File: src/rtl/char_lcd_4bit_write_controller_top_macros.svh
`ifndef CHAR_LCD_4BIT_WRITE_CONTROLLER_TOP_MACROS_SVH
`define CHAR_LCD_4BIT_WRITE_CONTROLLER_TOP_MACROS_SVH

// Same-cycle implication, checked at every rising clock edge outside reset.
`define CLCD_ASSERT_NOW(label, clk, rst_n, ante, cons, msg) \
	label: assert property (@(posedge clk) disable iff (!rst_n) (ante) |-> (cons)) \
		else $error(msg);

// Next-cycle implication, checked at every rising clock edge outside reset.
`define CLCD_ASSERT_NEXT(label, clk, rst_n, ante, cons, msg) \
	label: assert property (@(posedge clk) disable iff (!rst_n) (ante) |=> (cons)) \
		else $error(msg);

`endif

File: src/rtl/clcd_pkg.sv
`default_nettype none
package clcd_pkg;

	localparam int COUNT_W = 20;
	localparam int CFG_IDX_W = 3;
	localparam logic [3:0] INIT_STEPS = 4'd9;
	localparam logic [3:0] FIRST_BYTE_STEP = 4'd4;

	typedef enum logic [1:0] {
		MODE_TICK = 2'd0,
		MODE_CMD  = 2'd1,
		MODE_CHAR = 2'd2,
		MODE_INIT = 2'd3
	} mode_t;

	typedef enum logic [2:0] {
		PH_IDLE   = 3'd0,
		PH_SETTLE = 3'd1,
		PH_ENABLE = 3'd2,
		PH_GAP    = 3'd3,
		PH_POST   = 3'd4
	} phase_t;

	localparam logic [CFG_IDX_W-1:0] REG_ENABLE_HIGH = 3'd0;
	localparam logic [CFG_IDX_W-1:0] REG_NIBBLE_GAP  = 3'd1;
	localparam logic [CFG_IDX_W-1:0] REG_SETTLE      = 3'd2;
	localparam logic [CFG_IDX_W-1:0] REG_WAKE_WAIT   = 3'd3;
	localparam logic [CFG_IDX_W-1:0] REG_CMD_WAIT    = 3'd4;
	localparam logic [CFG_IDX_W-1:0] REG_CLEAR_WAIT  = 3'd5;

	typedef struct packed {
		logic [COUNT_W-1:0] enable_high_ticks;
		logic [COUNT_W-1:0] nibble_gap_ticks;
		logic [COUNT_W-1:0] settle_ticks;
		logic [COUNT_W-1:0] wake_wait_ticks;
		logic [COUNT_W-1:0] command_wait_ticks;
		logic [COUNT_W-1:0] clear_wait_ticks;
	} cfg_t;

	typedef struct packed {
		logic       pin_enable;
		logic       pin_select;
		logic       pin_readwrite;
		logic [3:0] data_nibble;
		logic       backlight;
		logic       busy_res;
		logic       rejected;
	} res_t;

	// A zero count behaves as a single tick.
	function automatic logic [COUNT_W-1:0] count_load(input logic [COUNT_W-1:0] r);
		count_load = (r == '0) ? COUNT_W'(1) : r;
	endfunction

	// Byte sent at each step of the power-up program.
	function automatic logic [7:0] init_value(input logic [3:0] step);
		case (step)
			4'd0, 4'd1, 4'd2: init_value = 8'h03;
			4'd3:             init_value = 8'h02;
			4'd4:             init_value = 8'h28;
			4'd5:             init_value = 8'h10;
			4'd6:             init_value = 8'h06;
			4'd7:             init_value = 8'h0E;
			default:          init_value = 8'h01;
		endcase
	endfunction

endpackage
`default_nettype wire

File: src/rtl/clcd_in_if.sv
`default_nettype none
interface clcd_in_if;
	logic       valid;
	logic       ready;
	logic [1:0] mode;
	logic [7:0] value;

	modport source (output valid, output mode, output value, input ready);
	modport sink (input valid, input mode, input value, output ready);
endinterface
`default_nettype wire

File: src/rtl/clcd_out_if.sv
`default_nettype none
interface clcd_out_if;
	logic       valid;
	logic       ready;
	logic       pin_enable;
	logic       pin_select;
	logic       pin_readwrite;
	logic [3:0] data_nibble;
	logic       backlight;
	logic       busy_res;
	logic       rejected;

	modport source (output valid, output pin_enable, output pin_select, output pin_readwrite,
		output data_nibble, output backlight, output busy_res, output rejected, input ready);
	modport sink (input valid, input pin_enable, input pin_select, input pin_readwrite,
		input data_nibble, input backlight, input busy_res, input rejected, output ready);
endinterface
`default_nettype wire

File: src/rtl/char_lcd_4bit_write_controller_top.sv
// Channel   Dir  Payload                                              Transfer rule
// in        in   mode[1:0], value[7:0]                                valid & ready
// out       out  pin_enable, pin_select, pin_readwrite, data_nibble,  valid & ready
//                backlight, busy_res, rejected
// cfg       in   cfg_index[2:0], cfg_wdata[19:0]                      cfg_we
//
// The block takes one item per clock cycle while the output is not stalled, and returns one result per item,
// registered first in the input stage and then in the result register.
// The state update for a tick is a single decrement and compare of the 20-bit tick counter.
// arst_n clears the controller state, the valid flags and loads the register defaults.
// A stalled output fills the result register and then the input stage before in.ready drops.
`default_nettype none
module char_lcd_4bit_write_controller_top (
	input  wire logic                                  clk,
	input  wire logic                                  arst_n,
	clcd_in_if.sink                                    in,
	clcd_out_if.source                                 out,
	input  wire logic                                  cfg_we,
	input  wire logic [clcd_pkg::CFG_IDX_W-1:0]        cfg_index,
	input  wire logic [clcd_pkg::COUNT_W-1:0]          cfg_wdata
);

	// Timing registers. The user must write them only while the controller is idle; the
	// block does not enforce this, and the core reads them directly without any shadow copy.
	clcd_pkg::cfg_t cfg_q;

	// Result register on the output side. The core only produces a result when
	// this register is empty or is being emptied in the same cycle.
	logic           out_valid_q;
	clcd_pkg::res_t out_data_q;
	logic           out_space;
	logic           res_valid;
	clcd_pkg::res_t res;

	always_ff @(posedge clk or negedge arst_n) begin
		if (!arst_n) begin
			cfg_q.enable_high_ticks  <= clcd_pkg::COUNT_W'(1);
			cfg_q.nibble_gap_ticks   <= clcd_pkg::COUNT_W'(160);
			cfg_q.settle_ticks       <= clcd_pkg::COUNT_W'(500000);
			cfg_q.wake_wait_ticks    <= clcd_pkg::COUNT_W'(5000);
			cfg_q.command_wait_ticks <= clcd_pkg::COUNT_W'(160);
			cfg_q.clear_wait_ticks   <= clcd_pkg::COUNT_W'(40000);
		end else if (cfg_we) begin
			// Indexes past the last register are ignored.
			case (cfg_index)
				clcd_pkg::REG_ENABLE_HIGH: cfg_q.enable_high_ticks  <= cfg_wdata;
				clcd_pkg::REG_NIBBLE_GAP:  cfg_q.nibble_gap_ticks   <= cfg_wdata;
				clcd_pkg::REG_SETTLE:      cfg_q.settle_ticks       <= cfg_wdata;
				clcd_pkg::REG_WAKE_WAIT:   cfg_q.wake_wait_ticks    <= cfg_wdata;
				clcd_pkg::REG_CMD_WAIT:    cfg_q.command_wait_ticks <= cfg_wdata;
				clcd_pkg::REG_CLEAR_WAIT:  cfg_q.clear_wait_ticks   <= cfg_wdata;
				default: ;
			endcase
		end
	end

	assign out_space = !out_valid_q || out.ready;

	// The core holds the input stage and the whole controller state; each
	// accepted item updates the state once, in order, and yields one result.
	clcd_core u_core (
		.clk       (clk),
		.arst_n    (arst_n),
		.in        (in),
		.cfg       (cfg_q),
		.out_space (out_space),
		.res_valid (res_valid),
		.res       (res)
	);

	always_ff @(posedge clk or negedge arst_n) begin
		if (!arst_n) begin
			out_valid_q <= 1'b0;
		end else if (res_valid) begin
			out_valid_q <= 1'b1;
		end else if (out.ready) begin
			out_valid_q <= 1'b0;
		end
	end

	always_ff @(posedge clk) begin
		if (res_valid) begin
			out_data_q <= res;
		end
	end

	assign out.valid         = out_valid_q;
	assign out.pin_enable    = out_data_q.pin_enable;
	assign out.pin_select    = out_data_q.pin_select;
	assign out.pin_readwrite = out_data_q.pin_readwrite;
	assign out.data_nibble   = out_data_q.data_nibble;
	assign out.backlight     = out_data_q.backlight;
	assign out.busy_res      = out_data_q.busy_res;
	assign out.rejected      = out_data_q.rejected;

endmodule
`default_nettype wire

File: src/rtl/clcd_core.sv
`default_nettype none
`include "char_lcd_4bit_write_controller_top_macros.svh"
module clcd_core (
	input  wire logic          clk,
	input  wire logic          arst_n,
	clcd_in_if.sink            in,
	input  wire clcd_pkg::cfg_t cfg,
	input  wire logic          out_space,
	output logic               res_valid,
	output clcd_pkg::res_t     res
);

	logic                         valid_s1;
	logic [1:0]                   mode_s1;
	logic [7:0]                   value_s1;
	logic                         fire;

	clcd_pkg::phase_t             phase_q, phase_n;
	logic [clcd_pkg::COUNT_W-1:0] wait_q, wait_n, wait_dec;
	logic [7:0]                   held_q, held_n;
	logic                         low_q, low_n;
	logic                         sel_q, sel_n;
	logic [3:0]                   step_q, step_n, step_inc;
	logic                         init_q, init_n;
	logic                         light_q, light_n;
	logic                         busy, rej;

	assign fire      = valid_s1 && out_space;
	assign in.ready  = !valid_s1 || fire;
	assign res_valid = fire;

	always_ff @(posedge clk or negedge arst_n) begin
		if (!arst_n) begin
			valid_s1 <= 1'b0;
		end else if (in.valid && in.ready) begin
			valid_s1 <= 1'b1;
		end else if (fire) begin
			valid_s1 <= 1'b0;
		end
	end

	always_ff @(posedge clk) begin
		if (in.valid && in.ready) begin
			mode_s1  <= in.mode;
			value_s1 <= in.value;
		end
	end

	assign busy     = (phase_q inside {clcd_pkg::PH_SETTLE, clcd_pkg::PH_ENABLE,
		clcd_pkg::PH_GAP, clcd_pkg::PH_POST});
	assign wait_dec = wait_q - clcd_pkg::COUNT_W'(1);
	assign step_inc = step_q + 4'd1;

	always_comb begin
		phase_n = phase_q;
		wait_n  = wait_q;
		held_n  = held_q;
		low_n   = low_q;
		sel_n   = sel_q;
		step_n  = step_q;
		init_n  = init_q;
		light_n = light_q;
		rej     = 1'b0;
		if (clcd_pkg::mode_t'(mode_s1) == clcd_pkg::MODE_TICK) begin
			if (!busy) begin
				phase_n = clcd_pkg::PH_IDLE;
			end else if (wait_dec != '0) begin
				wait_n = wait_dec;
			end else begin
				wait_n = wait_dec;
				case (phase_q)
					clcd_pkg::PH_SETTLE: begin
						step_n  = 4'd0;
						held_n  = clcd_pkg::init_value(4'd0);
						low_n   = 1'b0;
						sel_n   = 1'b0;
						phase_n = clcd_pkg::PH_ENABLE;
						wait_n  = clcd_pkg::count_load(cfg.enable_high_ticks);
					end
					clcd_pkg::PH_ENABLE: begin
						phase_n = clcd_pkg::PH_GAP;
						wait_n  = clcd_pkg::count_load(cfg.nibble_gap_ticks);
					end
					clcd_pkg::PH_GAP: begin
						if (low_q) begin
							low_n   = 1'b0;
							phase_n = clcd_pkg::PH_ENABLE;
							wait_n  = clcd_pkg::count_load(cfg.enable_high_ticks);
						end else if (init_q) begin
							phase_n = clcd_pkg::PH_POST;
							if (step_q == 4'd0) begin
								wait_n = clcd_pkg::count_load(cfg.wake_wait_ticks);
							end else if (step_q >= clcd_pkg::INIT_STEPS - 4'd1) begin
								wait_n = clcd_pkg::count_load(cfg.clear_wait_ticks);
							end else begin
								wait_n = clcd_pkg::count_load(cfg.command_wait_ticks);
							end
						end else begin
							phase_n = clcd_pkg::PH_IDLE;
						end
					end
					clcd_pkg::PH_POST: begin
						step_n = step_inc;
						if (step_inc >= clcd_pkg::INIT_STEPS) begin
							light_n = 1'b1;
							init_n  = 1'b0;
							phase_n = clcd_pkg::PH_IDLE;
						end else begin
							held_n  = clcd_pkg::init_value(step_inc);
							low_n   = (step_inc >= clcd_pkg::FIRST_BYTE_STEP);
							sel_n   = 1'b0;
							phase_n = clcd_pkg::PH_ENABLE;
							wait_n  = clcd_pkg::count_load(cfg.enable_high_ticks);
						end
					end
					default: begin
						phase_n = clcd_pkg::PH_IDLE;
					end
				endcase
			end
		end else if (busy) begin
			rej = 1'b1;
		end else if (clcd_pkg::mode_t'(mode_s1) == clcd_pkg::MODE_INIT) begin
			init_n  = 1'b1;
			step_n  = 4'd0;
			held_n  = 8'h00;
			low_n   = 1'b0;
			sel_n   = 1'b0;
			phase_n = clcd_pkg::PH_SETTLE;
			wait_n  = clcd_pkg::count_load(cfg.settle_ticks);
		end else begin
			held_n  = value_s1;
			low_n   = 1'b1;
			sel_n   = (clcd_pkg::mode_t'(mode_s1) == clcd_pkg::MODE_CHAR);
			phase_n = clcd_pkg::PH_ENABLE;
			wait_n  = clcd_pkg::count_load(cfg.enable_high_ticks);
		end
	end

	always_comb begin
		res.pin_enable    = (phase_n == clcd_pkg::PH_ENABLE);
		res.pin_select    = sel_n;
		res.pin_readwrite = 1'b0;
		res.data_nibble   = low_n ? held_n[7:4] : held_n[3:0];
		res.backlight     = light_n;
		res.busy_res      = (phase_n inside {clcd_pkg::PH_SETTLE, clcd_pkg::PH_ENABLE,
			clcd_pkg::PH_GAP, clcd_pkg::PH_POST});
		res.rejected      = rej;
	end

	always_ff @(posedge clk or negedge arst_n) begin
		if (!arst_n) begin
			phase_q <= clcd_pkg::PH_IDLE;
			wait_q  <= '0;
			held_q  <= 8'h00;
			low_q   <= 1'b0;
			sel_q   <= 1'b0;
			step_q  <= 4'd0;
			init_q  <= 1'b0;
			light_q <= 1'b0;
		end else if (fire) begin
			phase_q <= phase_n;
			wait_q  <= wait_n;
			held_q  <= held_n;
			low_q   <= low_n;
			sel_q   <= sel_n;
			step_q  <= step_n;
			init_q  <= init_n;
			light_q <= light_n;
		end
	end

	`CLCD_ASSERT_NEXT(a_byte_starts, clk, arst_n,
		fire && !busy && (mode_s1 == clcd_pkg::MODE_CMD || mode_s1 == clcd_pkg::MODE_CHAR),
		phase_q == clcd_pkg::PH_ENABLE && low_q, "byte request did not raise enable")
	`CLCD_ASSERT_NEXT(a_init_starts, clk, arst_n,
		fire && !busy && mode_s1 == clcd_pkg::MODE_INIT,
		phase_q == clcd_pkg::PH_SETTLE && init_q, "init request did not start settle wait")
	`CLCD_ASSERT_NEXT(a_light_stays, clk, arst_n, light_q, light_q,
		"backlight switched off")
	`CLCD_ASSERT_NOW(a_init_phases, clk, arst_n,
		phase_q == clcd_pkg::PH_SETTLE || phase_q == clcd_pkg::PH_POST, init_q,
		"init-only phase reached outside initialization")

endmodule
`default_nettype wire

File: src/flat_wrapper.sv
// flat-port wrapper written by rule: the top's interface ports become plain ports
module char_lcd_4bit_write_controller_top_flat 
  (clk, arst_n, cfg_we, cfg_index, cfg_wdata, in_valid, in_mode, in_value, in_ready, out_valid, out_pin_enable, out_pin_select, out_pin_readwrite, out_data_nibble, out_backlight, out_busy_res, out_rejected, out_ready);
  clcd_in_if in_i ();
  clcd_out_if out_i ();
  input  wire logic clk;
  input  wire logic arst_n;
  input  wire logic cfg_we;
  input  wire logic [clcd_pkg::CFG_IDX_W-1:0] cfg_index;
  input  wire logic [clcd_pkg::COUNT_W-1:0] cfg_wdata;
  input wire logic [$bits(in_i.valid)-1:0] in_valid;
  input wire logic [$bits(in_i.mode)-1:0] in_mode;
  input wire logic [$bits(in_i.value)-1:0] in_value;
  output wire logic [$bits(in_i.ready)-1:0] in_ready;
  output wire logic [$bits(out_i.valid)-1:0] out_valid;
  output wire logic [$bits(out_i.pin_enable)-1:0] out_pin_enable;
  output wire logic [$bits(out_i.pin_select)-1:0] out_pin_select;
  output wire logic [$bits(out_i.pin_readwrite)-1:0] out_pin_readwrite;
  output wire logic [$bits(out_i.data_nibble)-1:0] out_data_nibble;
  output wire logic [$bits(out_i.backlight)-1:0] out_backlight;
  output wire logic [$bits(out_i.busy_res)-1:0] out_busy_res;
  output wire logic [$bits(out_i.rejected)-1:0] out_rejected;
  input wire logic [$bits(out_i.ready)-1:0] out_ready;
  assign in_i.valid = in_valid;
  assign in_i.mode = in_mode;
  assign in_i.value = in_value;
  assign in_ready = in_i.ready;
  assign out_valid = out_i.valid;
  assign out_pin_enable = out_i.pin_enable;
  assign out_pin_select = out_i.pin_select;
  assign out_pin_readwrite = out_i.pin_readwrite;
  assign out_data_nibble = out_i.data_nibble;
  assign out_backlight = out_i.backlight;
  assign out_busy_res = out_i.busy_res;
  assign out_rejected = out_i.rejected;
  assign out_i.ready = out_ready;
  char_lcd_4bit_write_controller_top u_core (.clk(clk), .arst_n(arst_n), .in(in_i), .out(out_i), .cfg_we(cfg_we), .cfg_index(cfg_index), .cfg_wdata(cfg_wdata));
endmodule
File: config.mk
export PLATFORM = sky130hd
export DESIGN_NAME = char_lcd_4bit_write_controller_top_flat
export DESIGN_NICKNAME = d
export VERILOG_FILES = /design/src/rtl/clcd_pkg.sv /design/src/rtl/clcd_in_if.sv /design/src/rtl/clcd_out_if.sv /design/src/rtl/char_lcd_4bit_write_controller_top.sv /design/src/rtl/clcd_core.sv /design/src/flat_wrapper.sv
export VERILOG_INCLUDE_DIRS = /design/src /design/src/rtl
export SDC_FILE = /design/constraint.sdc
export NUM_CORES = 1
export LEC_CHECK = 0
export CORE_MARGIN = 2
export CORE_UTILIZATION = 58
export DETAILED_ROUTE_END_ITERATION = 6
export DONT_BUFFER_PORTS = 1
export PLACE_DENSITY = 0.85
export SETUP_SLACK_MARGIN = 0.3
export SLEW_MARGIN = 0
export SYNTH_ARGS = -nofsm -noshare
export SYNTH_HDL_FRONTEND = slang
export SYNTH_SLANG_ARGS = --single-unit
File: constraint.sdc
create_clock -name clk -period 3 [get_ports clk]
set_input_delay 0.3 -clock clk [delete_from_list [all_inputs] [get_ports clk]]
set_output_delay 0.3 -clock clk [all_outputs]
set_load 0.005 [all_outputs]
## After elaboration in Yosys (flattened, before gate mapping)

Memories as Yosys holds them, arrays and structs flattened.
Index checks and enable logic that the tools add are counted.

- Add/sub/neg operators: 2
- Order comparisons: 3
- Equal/unequal tests: 21
- Mux-type cells: 72
- Reduce and logical (&&, ||, !) cells: 31

Operators with widths:

| kind | number |
|---|---|
| $mux 20 | 16 |
| $logic_not 20->1 | 6 |
| $pmux 20 s4 | 1 |
| $mux 8 | 7 |
| $mux 1 | 29 |
| $mux 4 | 6 |
| $reduce_bool 20->1 | 1 |
| $sub 20x1->20 const B | 1 |
| $eq 3x2->1 const B | 6 |
| $mux 3 | 6 |
| $pmux 8 s2 | 1 |
| $eq 3x3->1 const B | 4 |
| $pmux 3 s4 | 1 |
| $reduce_and 2->1 | 6 |
| $eq 3x1->1 const B | 3 |
| $ge 4x4->1 const B | 2 |
| $pmux 4 s2 | 1 |
| $reduce_bool 4->1 | 2 |
| $reduce_and 7->1 | 1 |
| $ne 2x2->1 const B | 3 |
| $reduce_and 6->1 | 1 |
| $reduce_bool 2->1 | 3 |
| $add 4x1->4 const B | 1 |
| $eq 2x2->1 const B | 2 |
| other kinds (13) | 19 |

- Flip-flop bits (word level): 180
- Bits in read-only memories: 48
- Bits of input ports: 38
- Logic and storage cells: 154
- Memories: 1

Memory list:

| name | words | width | rd ports | clocked after Yosys merged registers in | wr ports | line | text |
|---|---|---|---|---|---|---|---|
| (no name shown) | 8 | 6 | 1 | 0 | 0 | clcd_pkg.sv:57 | `case (step)` |

## Depth between registers and ports, before layout

- Depth after elaboration: 10
- Gate-level depth with buffers: 12
- Depth with buffers taken out: 10

## By module

A second synthesis with hierarchy kept.

- Cell total of the unflattened synthesis: 889
- Area, all modules: 9824.4 um2

Modules (own cells, without submodules):

| module | instances | cells an instance | area an instance (um2) | seq. area each (um2) |
|---|---|---|---|---|
| char_lcd_4bit_write_controller_top | 1 | 271 | 4992.3 | 3355.7 |
| clcd_core | 1 | 618 | 4832.1 | 1301.2 |

## Least setup slack after synthesis

OpenSTA, ideal clock, no wires.

- Path kind: register -> register
- Start: register u_core.u_core.wait_q[0] in the netlist's numbering
- End: register u_core.out_data_q, in the netlist u_core.out.data_nibble[1] (data pin)
- Setup time: 0.270 ns
- Arrival time: 2.673 ns
- Setup slack: 0.057 ns
- Cell stages (with the launch flop): 13
- Buffers on the path: 2
- Cells stage by stage: dfrtp_1 inv_1 ha_1 nor2b_1 clkbuf_1 a31o_2 a211o_1 a211oi_4 nand4_2 buf_6 o211a_1 a311oi_2 mux2i_1

RTL lines:

| element | line | text |
|---|---|---|
| from (decl) | clcd_core.sv:19 | `logic [clcd_pkg::COUNT_W-1:0] wait_q, wait_n, wait_dec;` |
| from (signal assigned) | clcd_core.sv:163 | `wait_q <= wait_n;` |
| to (signal assigned) | char_lcd_4bit_write_controller_top.sv:83 | `out_data_q <= res;` |
| to (decl) | char_lcd_4bit_write_controller_top.sv:30 | `clcd_pkg::res_t out_data_q;` |

==> results.json <==
{
  "fillerInstances": 1028,
  "tritoncts_buffer_count": 17,
  "finalHoldViolations": 161,
  "cts_root_buffer": "clkbuf_16",
  "dieHeight_um": 133,
  "critPathKind": "reg2reg",
  "mappedNetlistArea_mm2": 0.00962,
  "max_stage_delay_ns": 0.52,
  "place_hpwl_um": 17400,
  "worst_clock_skew_ns": 0.0129,
  "synth_top_cells_by_area": "dfrtp_1, mux2_2, dfstp_2, edfxtp_1, o21ai_0",
  "cellPowerDensity_mw_per_mm2": 794,
  "worstPathMaxFanout": 6,
  "p_leak_uw": 0.00463,
  "synthesis.nets": 932,
  "max_freq_ghz": 0.335,
  "fin_worst_hold_slack_ns": -0.445,
  "timing.final.max_slew_violations": 0,
  "finalWirelength_um": 29800,
  "clk_latency_ns": 0.44,
  "synth_cells": 886,
  "post-route-period-util_pct": 99.5,
  "synth_area_leader_cell": "dfrtp_1",
  "grt_max_degree": 162,
  "cts_tree": "built",
  "finalNonFillerCells": 1186,
  "timing.max_slew.rel_slack_pct": 20.2,
  "worst-path-buf-inv": 1,
  "yosys.cell_count.top_type": "dfrtp_1",
  "number_of_i_o_port_buffers": 0,
  "cts_buffer_depth": 2,
  "irDropWorstVdd_uv": 478,
  "timing.final.crit_period_ns": 2.98,
  "post_route_cells_drive_above_1_share_pct": 35.9,
  "detailroute.via_count": 8403,
  "worstPathRequired_ns": 3.18,
  "grt_setup_unrepaired": "true",
  "post_synthesis_sequential_element_count": 180,
  "tightest_slew_ns": 1.19,
  "insertedDiodeCount": 0,
  "ffs_w_async_s_r_synth_pct": 89.4,
  "synth.top_cell.area_share_pct": 36.2,
  "synth-edff-count": 19,
  "grt_antenna_before_repair": 0,
  "drt_drc_violations_left": 27,
  "violations": "design-rule violations, negative hold slack",
  "layout_stage_area_growth_over_the_synthesis_result_pct": 19.5,
  "globalRouteTotalUtil_pct": 31.4,
  "report.final.setup_viol": 0,
  "cp_top_family": "simple AND/OR/NAND/NOR gates",
  "syn-mean-instance-area_um2": 10.9,
  "post_drt_via_cell_ratio": 7.09,
  "critical_path.endpoint_type": "flip-flop",
  "number_of_global_route_vias_before_repair": 8008,
  "die-area_mm2": 0.0176,
  "num_rows": 47,
  "placedCellCount": 1099,
  "ys_seq_area_share_pct": 48.1,
  "ys_dominant_reg_cell": "dfrtp_1",
  "post_synth_num_cell_types": 74,
  "crit_path_cell_trace": "nor4_4 -> nand2_1 -> or3_4 -> and4_2 -> nand4_4 -> buf_4 -> nor2_4 -> a311oi_2 -> mux2i_1",
  "yosys_warnings": 0,
  "multi_input_area_mm2": 0.00502,
  "route.detailed.wl_per_inst_um": 25.2,
  "number_of_max_cap_violations": 0,
  "nets": 999,
  "run_status": "finished with violations",
  "critPathArrivalTime_ns": 3.17,
  "overflow": 0,
  "core-area_mm2": 0.0164,
  "drtAntennaViolNets": 0,
  "first_pass_grt_wire_length_um": 43200,
  "area.sequential_mm2": 0.00464,
  "timing.critical_path.from_type": "flip-flop",
  "dr.first_iter.drc_count": 1478,
  "cts_num_sinks": 180,
  "fin_setup_tns_ns": 0,
  "start_util_pct": 58.6,
  "first_pass_iters": 7,
  "cp_slowest_cell": "dfrtp_1",
  "synthTopCellsByCount": "dfrtp_1, mux2_2, nand2_1, o21ai_0, nor2_1",
  "ctsHtreeMaxLevel": 4,
  "hold_path.class": "in2async",
  "cts.clk_slew.worst_paths_ns": 0.07,
  "place_congestion": 0.926,
  "ios": 50,
  "die_w_um": 133
}
==> timing repair <==
action / 4_1_cts / 5_1_grt
gates resized for setup: 40 / 64
hold buffers: 13 / 9
setup buffers: 24 / 9
endpoints found under the hold margin: 174 / 173
pin swaps: 23 / 30
setup endpoints to repair: 40 / 43
==> cells in the final DEF (no fill, tap or decap), types with 4 or more instances in the layout <==
cell type / netlist / final
and4_1: 6 / 4
o211ai_1: 4 / 4
mux2_2: 136 / 136
buf_12: 0 / 4
dfrtp_1: 139 / 132
nand2b_1: 7 / 7
o21ai_2: 0 / 6
a222oi_1: 19 / 19
nand2_2: 1 / 4
a21oi_2: 1 / 6
and3_1: 9 / 8
xor2_1: 7 / 6
xnor2_1: 7 / 6
nand4_1: 10 / 10
nor3_1: 21 / 17
mux2i_1: 18 / 16
dlygate4sd3_1: 0 / 22
a211o_1: 4 / 4
edfxtp_1: 19 / 19
clkbuf_16: 0 / 17
nor4_1: 36 / 33
ha_4: 0 / 5
nor3_2: 1 / 5
nand3_1: 12 / 12
dfrtp_2: 0 / 7
o21ai_0: 54 / 36
a21oi_1: 41 / 36
nand2_1: 64 / 61
dfstp_2: 22 / 22
o31a_1: 5 / 5
buf_6: 1 / 9
o21ai_1: 5 / 17
a22o_1: 13 / 13
o2bb2ai_1: 8 / 7
inv_1: 19 / 15
nor2_1: 48 / 45
nor2b_1: 7 / 5
buf_4: 2 / 68
==> cell families after synthesis <==
family                     synth area share, %
AOI/OAI and AO/OA                         15.2
xor gates and xnor gates                  1.27
adders and majority gates                 1.04
buffers and inverters                     3.12
DFF                                       48.1
muxes                                     17.8
other                                   0.0390
and+or+nand+nor                           13.4
==> state kept, by name, indices dropped and copies added (netlist names), 2 cells and up <==
name / flops
u_core.out.data_nibble: 4
u_core.u_core.held_q: 8
u_core.u_core.value_s1: 8
u_core.u_core.wait_q: 20
u_core.u_core.mode_s1: 2
u_core.u_core.phase_q: 3
u_core.cfg_q: 120
u_core.u_core.step_q: 4
==> power breakdown <==
| part | switching (µW) | leakage (µW) | internal [µW] | total (µW) |
|---|---|---|---|---|
| clock | 1010 | 0.000268 | 1160 | 2160 |
| combinational | 1630 | 0.00227 | 1430 | 3070 |
| sequential | 749 | 0.00209 | 3150 | 3900 |
| total | 3390 | 0.00463 | 5740 | 9130 |
==> path summary, 6_finish.rpt <==
kind / start / to / slack [ns] / depth (start not counted)
max: u_core.u_core.wait_q[12]$_DFFE_PN0P_ / u_core.out.data_nibble[1]$_DFFE_PP_ / 0.02 / 9
min: arst_n / u_core.cfg_q[46]$_DFFE_PN0P_ / -0.44 / 0
max reg2reg: u_core.u_core.wait_q[12]$_DFFE_PN0P_ / u_core.out.data_nibble[1]$_DFFE_PP_ / 0.02 / 9
min reg2reg: u_core.u_core.light_q$_DFFE_PN0P_ / u_core.u_core.light_q$_DFFE_PN0P_ / 0.51 / 1
max in group asynchronous: arst_n / u_core.cfg_q[73]$_DFFE_PN1P_ / 3.19 / 0
min in group clk: cfg_wdata[11] / u_core.cfg_q[11]$_DFFE_PN1P_ / 0 / 1
==> cell type report <==
class	count	area share, %
Sequential cell	180	40.3
Tap cell	220	2.39
Clock buffer	19	3.76
Clock inverter	13	1.13
Inverter	19	0.685
Multi-Input combinational cell	631	43.7
Timing Repair Buffer	104	8.06
==> per-stage QoR <==
stage                     cell area [µm²]  power [µW]  util [%]  hold WS [ns]  setup WS, ns
after floorplan                      9640        5440         -       0.00441         0.248
after global placement              10100        6210      61.5       0.00938        0.0217
after detailed placement            10100        6320      61.5       0.00973       -0.0577
after CTS                           11200        8700      68.0        -0.453         0.199
after global routing                11500        9460      70.1        -0.462       -0.0539
final                               11500        9130      70.1        -0.445        0.0164
==> metal layers <==
| metal | up-vias | routed length, µm | share of wire, % | global-route usage (%) |
|---|---|---|---|---|
| met4 | 0 | 1820 | 6.1 | 14.9 |
| met5 | - | 0 | 0 | 0 |
| li1 | 3501 | - | - | - |
| met1 | 4042 | 11000 | 37 | 39.4 |
| met3 | 186 | 2900 | 9.7 | 7.51 |
| met2 | 674 | 14100 | 47 | 51.6 |
(Power assumes the default switching activity.)
